$ cat src/design/rhls_pkg.sv
// rhls_pkg: shared widths for the rgb to hls pixel converter
// used by rhls_div and rgb_to_hls_pixel; no dependencies

package rhls_pkg;

    // colour component width
    localparam int COMP_W = 8;
    // divisor and remainder width of the pipelined divider
    localparam int DIV_W  = 8;
    // quotient width, also the number of divider stages
    localparam int QUO_W  = 8;
    // dividend width
    localparam int NUM_W  = DIV_W + QUO_W;

endpackage

$ cat src/design/rhls_div.sv
// rhls_div: pipelined restoring divider, one quotient bit per register stage
// depends on rhls_pkg; the quotient must fit in QUO_W bits (num < den << QUO_W)

module rhls_div
    import rhls_pkg::*;
(
    input  logic             clk,
    input  logic [NUM_W-1:0] num,
    input  logic [DIV_W-1:0] den,
    output logic [QUO_W-1:0] quo
);

    localparam int Steps = QUO_W;

    logic [DIV_W-1:0] rem_reg [Steps-1];
    logic [DIV_W-1:0] low_reg [Steps-1];
    logic [DIV_W-1:0] den_reg [Steps-1];
    logic [QUO_W-1:0] quo_reg [Steps];

    for (genvar k = 0; k < Steps; k++)
    begin : g_step
        logic [DIV_W-1:0] rem_in;
        logic [DIV_W-1:0] low_in;
        logic [DIV_W-1:0] den_in;
        logic [QUO_W-1:0] quo_in;
        logic [DIV_W:0]   trial;
        logic [DIV_W:0]   diff;
        logic             ge;

        if (k == 0)
        begin : g_first
            assign rem_in = num[NUM_W-1:QUO_W];
            assign low_in = num[QUO_W-1:0];
            assign den_in = den;
            assign quo_in = '0;
        end
        else
        begin : g_rest
            assign rem_in = rem_reg[k-1];
            assign low_in = low_reg[k-1];
            assign den_in = den_reg[k-1];
            assign quo_in = quo_reg[k-1];
        end

        // shift in the next dividend bit and try the subtraction
        assign trial = {rem_in, low_in[DIV_W-1]};
        assign diff  = trial - {1'b0, den_in};
        assign ge    = (trial >= {1'b0, den_in});

        always_ff @(posedge clk)
        begin
            quo_reg[k] <= {quo_in[QUO_W-2:0], ge};
        end

        if (k < Steps - 1)
        begin : g_carry
            always_ff @(posedge clk)
            begin
                rem_reg[k] <= ge ? diff[DIV_W-1:0] : trial[DIV_W-1:0];
                low_reg[k] <= {low_in[DIV_W-2:0], 1'b0};
                den_reg[k] <= den_in;
            end
        end
    end

    assign quo = quo_reg[Steps-1];

endmodule

$ cat src/design/rgb_to_hls_pixel.sv
// rgb_to_hls_pixel: 8-bit bgr pixel to hls (half-degree hue), fully pipelined
// an accepted request passes stages 1 to 3 and then the divider stages to result_valid
// throughput one request per cycle; busy is never raised, the pipeline has no stall
// the two divisions run in rhls_div, one quotient bit per stage, and set the depth
// rst_n clears only the valid bits; results are not held, result_valid pulses once
// depends on rhls_pkg and rhls_div

module rgb_to_hls_pixel
    import rhls_pkg::*;
(
    input  logic              clk,
    input  logic              rst_n,
    input  logic              start,
    output logic              busy,
    input  logic [COMP_W-1:0] blue,
    input  logic [COMP_W-1:0] green,
    input  logic [COMP_W-1:0] red,
    output logic              result_valid,
    output logic [QUO_W-1:0]  hue_half_deg,
    output logic [COMP_W-1:0] lightness,
    output logic [QUO_W-1:0]  saturation
);

    // hue numerator before scaling: at most 6 * 255
    localparam int X_W = COMP_W + 3;

    // which component is largest; red wins ties over green, green over blue
    typedef enum logic [2:0] {
        MAX_RED   = 3'b001,
        MAX_GREEN = 3'b010,
        MAX_BLUE  = 3'b100
    } max_sel_t;

    // ------------------------------------------------------------------
    // stage 1: find largest and smallest component
    // ------------------------------------------------------------------
    logic              v1_reg;
    logic [COMP_W-1:0] mx1_reg, mn1_reg;
    logic [COMP_W-1:0] b1_reg, g1_reg, r1_reg;
    max_sel_t          sel1_reg;

    max_sel_t          sel1_next;
    logic [COMP_W-1:0] mx1_next, mn1_next;

    always_comb
    begin
        if (red >= green && red >= blue)
        begin
            sel1_next = MAX_RED;
            mx1_next  = red;
        end
        else if (green >= blue)
        begin
            sel1_next = MAX_GREEN;
            mx1_next  = green;
        end
        else
        begin
            sel1_next = MAX_BLUE;
            mx1_next  = blue;
        end

        mn1_next = red;
        if (green < mn1_next)
            mn1_next = green;
        if (blue < mn1_next)
            mn1_next = blue;
    end

    always_ff @(posedge clk)
    begin
        mx1_reg  <= mx1_next;
        mn1_reg  <= mn1_next;
        sel1_reg <= sel1_next;
        b1_reg   <= blue;
        g1_reg   <= green;
        r1_reg   <= red;
    end

    // ------------------------------------------------------------------
    // stage 2: range, sum, lightness, saturation divisor, hue sector offset
    // ------------------------------------------------------------------
    logic              v2_reg;
    logic [COMP_W-1:0] d2_reg;
    logic [COMP_W-1:0] light2_reg;
    logic [DIV_W-1:0]  sden2_reg;
    logic [X_W-1:0]    x2_reg;

    logic [COMP_W:0]   s2_next;
    logic [COMP_W-1:0] d2_next;
    logic [DIV_W-1:0]  sden2_next;
    logic [X_W-1:0]    x2_next;
    logic [X_W-1:0]    dx, bx, gx, rx;
    logic [COMP_W:0]   sflip;

    always_comb
    begin
        d2_next = mx1_reg - mn1_reg;
        s2_next = {1'b0, mx1_reg} + {1'b0, mn1_reg};
        sflip   = 9'(2 * 255) - s2_next;

        // saturation divisor: s below mid grey, 510 - s above
        if (s2_next < 9'd255)
            sden2_next = s2_next[DIV_W-1:0];
        else
            sden2_next = sflip[DIV_W-1:0];

        dx = {3'b000, d2_next};
        bx = {3'b000, b1_reg};
        gx = {3'b000, g1_reg};
        rx = {3'b000, r1_reg};

        // hue in sixths of a turn times d; every case ends non-negative
        unique case (sel1_reg)
            MAX_RED:
            begin
                if (g1_reg >= b1_reg)
                    x2_next = gx - bx;
                else
                    x2_next = (dx << 2) + (dx << 1) + gx - bx;  // wrap below zero
            end
            MAX_GREEN: x2_next = (dx << 1) + bx - rx;
            MAX_BLUE:  x2_next = (dx << 2) + rx - gx;
            default:   x2_next = '0;
        endcase
    end

    always_ff @(posedge clk)
    begin
        d2_reg     <= d2_next;
        light2_reg <= s2_next[COMP_W:1];
        sden2_reg  <= sden2_next;
        x2_reg     <= x2_next;
    end

    // ------------------------------------------------------------------
    // stage 3: scale numerators, force grey pixels to a zero quotient
    // ------------------------------------------------------------------
    logic              v3_reg;
    logic [COMP_W-1:0] light3_reg;
    logic [NUM_W-1:0]  snum3_reg, hnum3_reg;
    logic [DIV_W-1:0]  sden3_reg, hden3_reg;

    logic [NUM_W-1:0]  dn, xn;
    logic              grey;

    always_comb
    begin
        dn   = {{(NUM_W-COMP_W){1'b0}}, d2_reg};
        xn   = {{(NUM_W-X_W){1'b0}}, x2_reg};
        grey = (d2_reg == '0);
    end

    always_ff @(posedge clk)
    begin
        light3_reg <= light2_reg;
        if (grey)
        begin
            // 0 / 1 keeps the divider defined and gives zero hue and saturation
            snum3_reg <= '0;
            hnum3_reg <= '0;
            sden3_reg <= DIV_W'(1);
            hden3_reg <= DIV_W'(1);
        end
        else
        begin
            snum3_reg <= (dn << 8) - dn;        // 255 * d
            hnum3_reg <= (xn << 5) - (xn << 1); // 30 * x, hue / 2 over d
            sden3_reg <= sden2_reg;
            hden3_reg <= d2_reg;
        end
    end

    // ------------------------------------------------------------------
    // stages 4 .. 3 + QUO_W: the two dividers
    // ------------------------------------------------------------------
    rhls_div u_sat_div (
        .clk (clk),
        .num (snum3_reg),
        .den (sden3_reg),
        .quo (saturation)
    );

    rhls_div u_hue_div (
        .clk (clk),
        .num (hnum3_reg),
        .den (hden3_reg),
        .quo (hue_half_deg)
    );

    // lightness rides alongside the dividers
    logic [COMP_W-1:0] light_dly_reg [QUO_W];

    always_ff @(posedge clk)
    begin
        light_dly_reg[0] <= light3_reg;
        for (int i = 1; i < QUO_W; i++)
            light_dly_reg[i] <= light_dly_reg[i-1];
    end

    assign lightness = light_dly_reg[QUO_W-1];

    // ------------------------------------------------------------------
    // valid bits, the only reset state
    // ------------------------------------------------------------------
    logic [QUO_W-1:0] vdiv_reg;

    always_ff @(posedge clk or negedge rst_n)
    begin
        if (!rst_n)
        begin
            v1_reg   <= 1'b0;
            v2_reg   <= 1'b0;
            v3_reg   <= 1'b0;
            vdiv_reg <= '0;
        end
        else
        begin
            v1_reg   <= start & ~busy;
            v2_reg   <= v1_reg;
            v3_reg   <= v2_reg;
            vdiv_reg <= {vdiv_reg[QUO_W-2:0], v3_reg};
        end
    end

    assign result_valid = vdiv_reg[QUO_W-1];

    // every stage advances each cycle, so a request is always taken
    assign busy = 1'b0;

`ifndef NO_ASSERTIONS
    // hue never reaches a full turn
    a_hue_range: assert property (@(posedge clk) disable iff (!rst_n)
        result_valid |-> hue_half_deg < QUO_W'(180))
        else $error("hue out of range");

    // zero saturation only comes from a grey pixel, which has zero hue
    a_grey_hue: assert property (@(posedge clk) disable iff (!rst_n)
        result_valid && saturation == '0 |-> hue_half_deg == '0)
        else $error("grey pixel with non-zero hue");

    // a grey pixel reaching stage 3 leaves both dividers a zero numerator
    a_grey_num: assert property (@(posedge clk) disable iff (!rst_n)
        v2_reg && d2_reg == '0 |=> snum3_reg == '0 && hnum3_reg == '0)
        else $error("grey pixel not masked");
`endif

endmodule
$ cat config.mk
export PLATFORM = sky130hd
export DESIGN_NAME = rgb_to_hls_pixel
export DESIGN_NICKNAME = d
export VERILOG_FILES = /design/src/design/rhls_pkg.sv /design/src/design/rhls_div.sv /design/src/design/rgb_to_hls_pixel.sv
export SDC_FILE = /design/constraint.sdc
export NUM_CORES = 1
export LEC_CHECK = 0
export BUFFER_PORTS_ARGS = -buffer_cell sky130_fd_sc_hd__buf_2
export CAP_MARGIN = 20
export CORE_ASPECT_RATIO = 1.75
export CORE_MARGIN = 1
export CORE_UTILIZATION = 45
export CTS_BUF_LIST = sky130_fd_sc_hd__clkbuf_2
export DETAILED_ROUTE_END_ITERATION = 7
export GPL_TIMING_DRIVEN = 0
export SLEW_MARGIN = 20
export SYNTH_ARGS = -nofsm -noshare
export SYNTH_HDL_FRONTEND = slang
export SYNTH_HIERARCHICAL = 1
export SYNTH_SLANG_ARGS = --single-unit
$ cat constraint.sdc
create_clock -name clk -period 12.4 [get_ports clk]
set_input_delay 0.62 -clock clk [delete_from_list [all_inputs] [get_ports clk]]
set_output_delay 0.62 -clock clk [all_outputs]
set_load 0.02 [all_outputs]
# [Word-level counts from Yosys, hierarchy flattened]
# Memory sizes are Yosys's and may differ from the RTL's.
# Index checks and enable logic that the tools add are counted.
[word_totals] register_bits=145 ramBits=514 mem_count=9
[op_classes] n_addsub=27 order_cmp=23 eq_ne=3 n_mux=22 reduce_logical=2
[memory_table] memory="light_dly_reg" words=8 width=8 read_ports=8 rd_clocked_by_memory_dff=0 write_ports=8 line="rgb_to_hls_pixel.sv:192" rtl="logic [COMP_W-1:0] light_dly_reg [QUO_W];"
[memory_table] memory="u_hue_div.quo_reg" words=8 width=8 read_ports=8 rd_clocked_by_memory_dff=0 write_ports=8 line="rhls_div.sv:18" rtl="logic [QUO_W-1:0] quo_reg [Steps];"
[memory_table] memory="u_sat_div.quo_reg" words=8 width=8 read_ports=8 rd_clocked_by_memory_dff=0 write_ports=8 line="rhls_div.sv:18"
[memory_table] memory="u_hue_div.den_reg" words=7 width=8 read_ports=7 rd_clocked_by_memory_dff=0 write_ports=7 line="rhls_div.sv:17" rtl="logic [DIV_W-1:0] den_reg [Steps-1];"
[memory_table] memory="u_hue_div.rem_reg" words=7 width=8 read_ports=7 rd_clocked_by_memory_dff=0 write_ports=7 line="rhls_div.sv:15" rtl="logic [DIV_W-1:0] rem_reg [Steps-1];"
[memory_table] memory="u_sat_div.den_reg" words=7 width=8 read_ports=7 rd_clocked_by_memory_dff=0 write_ports=7 line="rhls_div.sv:17"
[memory_table] memory="3 more memories"
[op_table] operator="2-to-1 mux 8 bit" n=19
[op_table] operator=">= comparator 9 x 8 -> 1 bit" n=16
[op_table] operator="subtractor 8 bit" n=15
[op_table] operator="one-hot mux 11 bit (3 select lines)" n=1
[op_table] operator=">= comparator 8 bit" n=4
[op_table] operator="subtractor 11 x 8 -> 11 bit" n=2
[op_table] operator="less-than comparator 8 bit" n=2
[op_table] operator="subtractor 16 x 12 -> 16 bit" n=1
[op_table] operator="subtractor 16 x 8 -> 16 bit" n=1
[op_table] operator="adder 10 x 8 -> 11 bit" n=1
[op_table] operator="adder 10 x 9 -> 11 bit" n=1
[op_table] operator="adder 11 x 8 -> 11 bit" n=1
[op_table] operator="2-to-1 mux 11 bit" n=1
[op_table] operator="subtractor 10 x 8 -> 11 bit" n=1
[op_table] operator="adder 9 x 8 -> 10 bit" n=1
[op_table] operator="adder 8 x 8 -> 9 bit" n=1
[op_table] operator="less-than comparator 9 x 8 -> 1 bit, second input constant" n=1
[op_table] operator="subtractor 8 x 8 -> 9 bit" n=1
[op_table] operator="zero test 8 bit" n=1
[op_table] operator="subtractor 8 bit, first input constant" n=1
[op_table] operator="== test 3 x 1 -> 1 bit, second input constant" n=1
[op_table] operator="== test 3 x 2 -> 1 bit, second input constant" n=1
[op_table] operator="== test 3 bit, second input constant" n=1
[op_table] operator="2-to-1 mux 3 bit" n=1
[op_table] operator="logical AND 1 bit" n=1

# [Logic depth before layout (Yosys ltp)]
[depth] depth_word=6 ltp_mapped=21

# [By module]
# Netlist, hierarchy kept.
[by_module_without_submodules] mod="rgb_to_hls_pixel" instances=1 cells_per_inst=912 area_per_inst_um2=9455.3 seq_area_each_um2=4179.0
[by_module_without_submodules] mod="rhls_div at u_sat_div" instances=1 cells_per_inst=659 area_per_inst_um2=6986.7 seq_area_each_um2=3523.4
[by_module_without_submodules] mod="rhls_div at u_hue_div" instances=1 cells_per_inst=667 area_per_inst_um2=6825.3 seq_area_each_um2=3523.4

# [Worst setup path after synthesis]
# Ideal clock, no wire load.
[synth_path] path_kind="register to register" from="reg mn1_reg[1]" to="reg x2_reg[10]" arrival_ns=4.018 slack_ns=8.253 path_stages_with_launch=20 n_path_buf=0 period_less_slack_ns=4.147 cell_sequence="dfxtp_1 > inv_1 > ha_1 > nor2b_1 > o2111ai_1 > nand2_1 > nor2_1 > xor2_1 > inv_1 > fa_1 > inv_1 > fa_1 > inv_1 > ha_1 > o2111a_1 > o31a_1 > o21a_1 > nor2_1 > xor2_1 > o211ai_1"
[synth_via] elab_chain_cells=6 elab_cells_between_ends=10
[synth_lines] element="start, declared" line="rgb_to_hls_pixel.sv:38" rtl="logic [COMP_W-1:0] mx1_reg, mn1_reg;"
[synth_lines] element="start signal, assigned" line="rgb_to_hls_pixel.sv:73" rtl="mn1_reg <= mn1_next;"
[synth_lines] element="subtractor 8 bit *" line="rgb_to_hls_pixel.sv:98" rtl="d2_next = mx1_reg - mn1_reg;"
[synth_lines] element="named net d2_next[5]" line="rgb_to_hls_pixel.sv:90" rtl="logic [COMP_W-1:0] d2_next;"
[synth_lines] element="adder 10 x 9 -> 11 bit" line="rgb_to_hls_pixel.sv:120" rtl="x2_next = (dx << 2) + (dx << 1) + gx - bx;"
[synth_lines] element="adder 11 x 8 -> 11 bit" line="rgb_to_hls_pixel.sv:120"
[synth_lines] element="subtractor 11 x 8 -> 11 bit" line="rgb_to_hls_pixel.sv:120"
[synth_lines] element="2-to-1 mux 11 bit" line="rgb_to_hls_pixel.sv:117" rtl="if (g1_reg >= b1_reg)"
[synth_lines] element="one-hot mux 11 bit (3 select lines) *" line="rgb_to_hls_pixel.sv:114" rtl="unique case (sel1_reg)"
[synth_lines] element="named net x2_next[10]" line="rgb_to_hls_pixel.sv:92" rtl="logic [X_W-1:0] x2_next;"
[synth_lines] element="end signal, assigned" line="rgb_to_hls_pixel.sv:133" rtl="x2_reg <= x2_next;"
[synth_lines] element="end, declared" line="rgb_to_hls_pixel.sv:87" rtl="logic [X_W-1:0] x2_reg;"
# Mark *: on every way through the listed nets, which the timed path passes. The rest lies on a longest branch.
# A chain may end at the register's enable or synchronous reset.

# [Worst setup path after layout]
[layout_path] from="reg mn1_reg[1]" to="reg x2_reg[8]"
# Same word-level chain as after synthesis.

==> metrics <==
max-cap violations=0; Post-CTS Resized=0; CTS buffer count=118; Area contributors post-synth=dfxtp_1 (47%), ha_1 (12%), inv_1 (4.7%); initial core utilization=45.9%; mux cell area share after synthesis=4.00%; met1 wire length=13.6 mm; Fmax=189 MHz; status=completed; Die Span X=174 um; Synth Area in Compound Gates=13.0%; largest family of logic cells by synthesized area=adder cells; clock root buffer=clkbuf_2; RSZ-0062 raised after global routing=no; Routed Antenna Nets=0; worst reg-to-reg path cell count=18; global-route wire length before repair=76.9 mm; met3 WL post-DR=1.50 mm; CTS H-tree depth=3; die area=52700 um2; io pins=53; final period utilization=42.6%; area share of xor/xnor cells in the synthesized design=3.84%; prevailing post-synth register cell=dfxtp_1; simple-gate portion of the synthesized area=9.12%; largest net degree at the start of global routing=18; Final Setup Violations=0; Post-DP HPWL=37.5 mm; DRC viols=0; GRT Util Overall=18.5%; post-CTS setup buffers=0; EDFF count, synth=0; max-slew violation count=0; WL met2=28.1 mm; FF+latch count, synth=558; Fin. Hold Viols=0; most frequent cells in the layout=dfxtp_1 (547), inv_1 (293), ha_1 (225), clkbuf_2 (168), o21ai_0 (132); GP Congestion=0.952; die span in y=303 um; Worst-Margin Slew=1070 ps; final setup TNS=0 ps; startpoint class of the critical path=flop; row count=109; Vias=15.8k; GRT overflow=0; final wirelength=47.0 mm; Core Box Area=50700 um2; WP data arrival=6220 ps; average cell area after synthesis=10.4 um2; synth unique cells=87; area leader, netlist=dfxtp_1; vias per cell=4.97; initial DRC count=429; Slew headroom=28.4%; post-synth top area share=47.1%; crit path time final=5280 ps; clock skew=63.2 ps; vias in the first global route=17.2k; min-delay worst type=primary input to flop; clk slew on worst S/H paths=110 ps; max reg flops=64; Synth Warn #=6; Layout Nets=2736; First-pass DRT Iterations=5; Syn Std Cell Area=23300 um2; Synth Area in Adders=16.1%; Port Buffer Count=51; proportion of layout cells with a drive suffix above 1=12.8%; synthesis-to-finish area growth=10.1%; most common cell after layout, fill and taps aside=dfxtp_1; Setup crit end kind=flop; worst endpoint required time=13330 ps; CP max FO=5; CTS tree=yes; Wirelength per Cell=14.8 um; largest buffer count on any clock path=3; Hold Path Depth=2; DR top layer=met4; Skew-Pair Late Insertion Delay=1110 ps; initial antenna violation count=3; Synth async-reset ratio=1.97%; Seq/Total Area, Yosys=48.2%; Post-Synthesis Cells=2238; WS Path Type=flop to flop; Sink Count=558
[cells by family after synthesis]
family / after synthesis
AOI/OAI and AO/OA: 466
xor gates and xnor gates: 102
adders and majority gates: 272
buffers and inverters: 331
DFF: 558
muxes: 86
other: 1
and+or+nand+nor: 422
[routing by layer]
layer | vias up | global-route usage, %
met4 | 0 | 15.4
met2 | 304 | 40.3
met3 | 160 | 3.50
met1 | 7347 | 12.7
met5 | - | 0
li1 | 7995 | -
[final cells by class]
class / instances / area (um2)
Inverter: 295 / 1110
Sequential cell: 558 / 11200
Clock inverter: 28 / 134
Antenna cell: 4 / 10.0
Buffer: 36 / 208
Multi-Input combinational cell: 1350 / 10700
Tap cell: 666 / 833
Fill cell: 4831 / 25100
Clock buffer: 167 / 836
Timing Repair Buffer: 78 / 526
[what timing repair did]
item                       4_1_cts  5_1_grt
setup endpoints to repair        0        0
hold endpoints to repair        52        0
hold buffers                    27        0
[worst paths after layout]
kind                                      from              endpoint  slack [ps]
max                                 mn1_reg[1]             x2_reg[8]        7120
min                                     red[4]             r1_reg[4]         180
max reg2reg                         mn1_reg[1]             x2_reg[8]        7120
min reg2reg                light_dly_reg[1][6]  light_dly_reg[1][14]         280
max in group asynchronous                rst_n           vdiv_reg[6]       11510
min in group asynchronous                rst_n           vdiv_reg[4]         560
[synthesized netlist by cell type, types with 6 or more instances]
library cell	instances
a211oi_1	17
o21ai_0	132
or3_1	8
and2_1	18
nand3_1	39
buf_4	13
o21a_1	28
mux2_4	6
o21bai_1	15
mux2i_1	50
o31ai_1	6
nor2_1	103
xor2_1	46
dfrtp_1	11
a2111oi_0	7
o31a_1	8
dfxtp_1	547
a31oi_1	9
nand4_1	7
mux2_2	29
inv_1	293
fa_1	47
nor2b_1	39
or2_2	7
o21ai_1	15
buf_2	6
a21oi_1	111
ha_1	225
xnor2_1	56
a21o_1	45
clkbuf_1	14
nor4_1	7
nor3_1	27
nand2b_1	28
nand2_1	109
[worst max-delay path: stages (launching register included)]
cell	delay, ps
dfxtp_1	390
inv_1	90
ha_1	290
nor2b_1	150
o2111ai_1	290
nand2_1	100
nor2_1	120
xor2_1	840
inv_1	170
fa_1	530
inv_1	50
fa_1	500
inv_1	50
ha_1	370
o2111a_1	200
o31a_1	310
nor2_1	100
a21oi_1	70
o221ai_1	520
[per-stage QoR]
step / instances / instance area (um2) / setup slack, ps / utilization (%) / hold slack, ps
floorplan: 2239 / 23300 / 8250 / - / 310
global placement: 2956 / 24400 / 7190 / 48.0 / 310
detailed placement: 2956 / 24400 / 7170 / 48.0 / 312
CTS: 3178 / 25600 / 7090 / 50.5 / 4.64
global route: 3181 / 25600 / 6870 / 50.5 / 48.7
finish: 3182 / 25600 / 7120 / 50.5 / 180
Power is left out: the tool's default activity adds up to more than one toggle a clock period on the data nets, which glitch-free logic cannot reach.
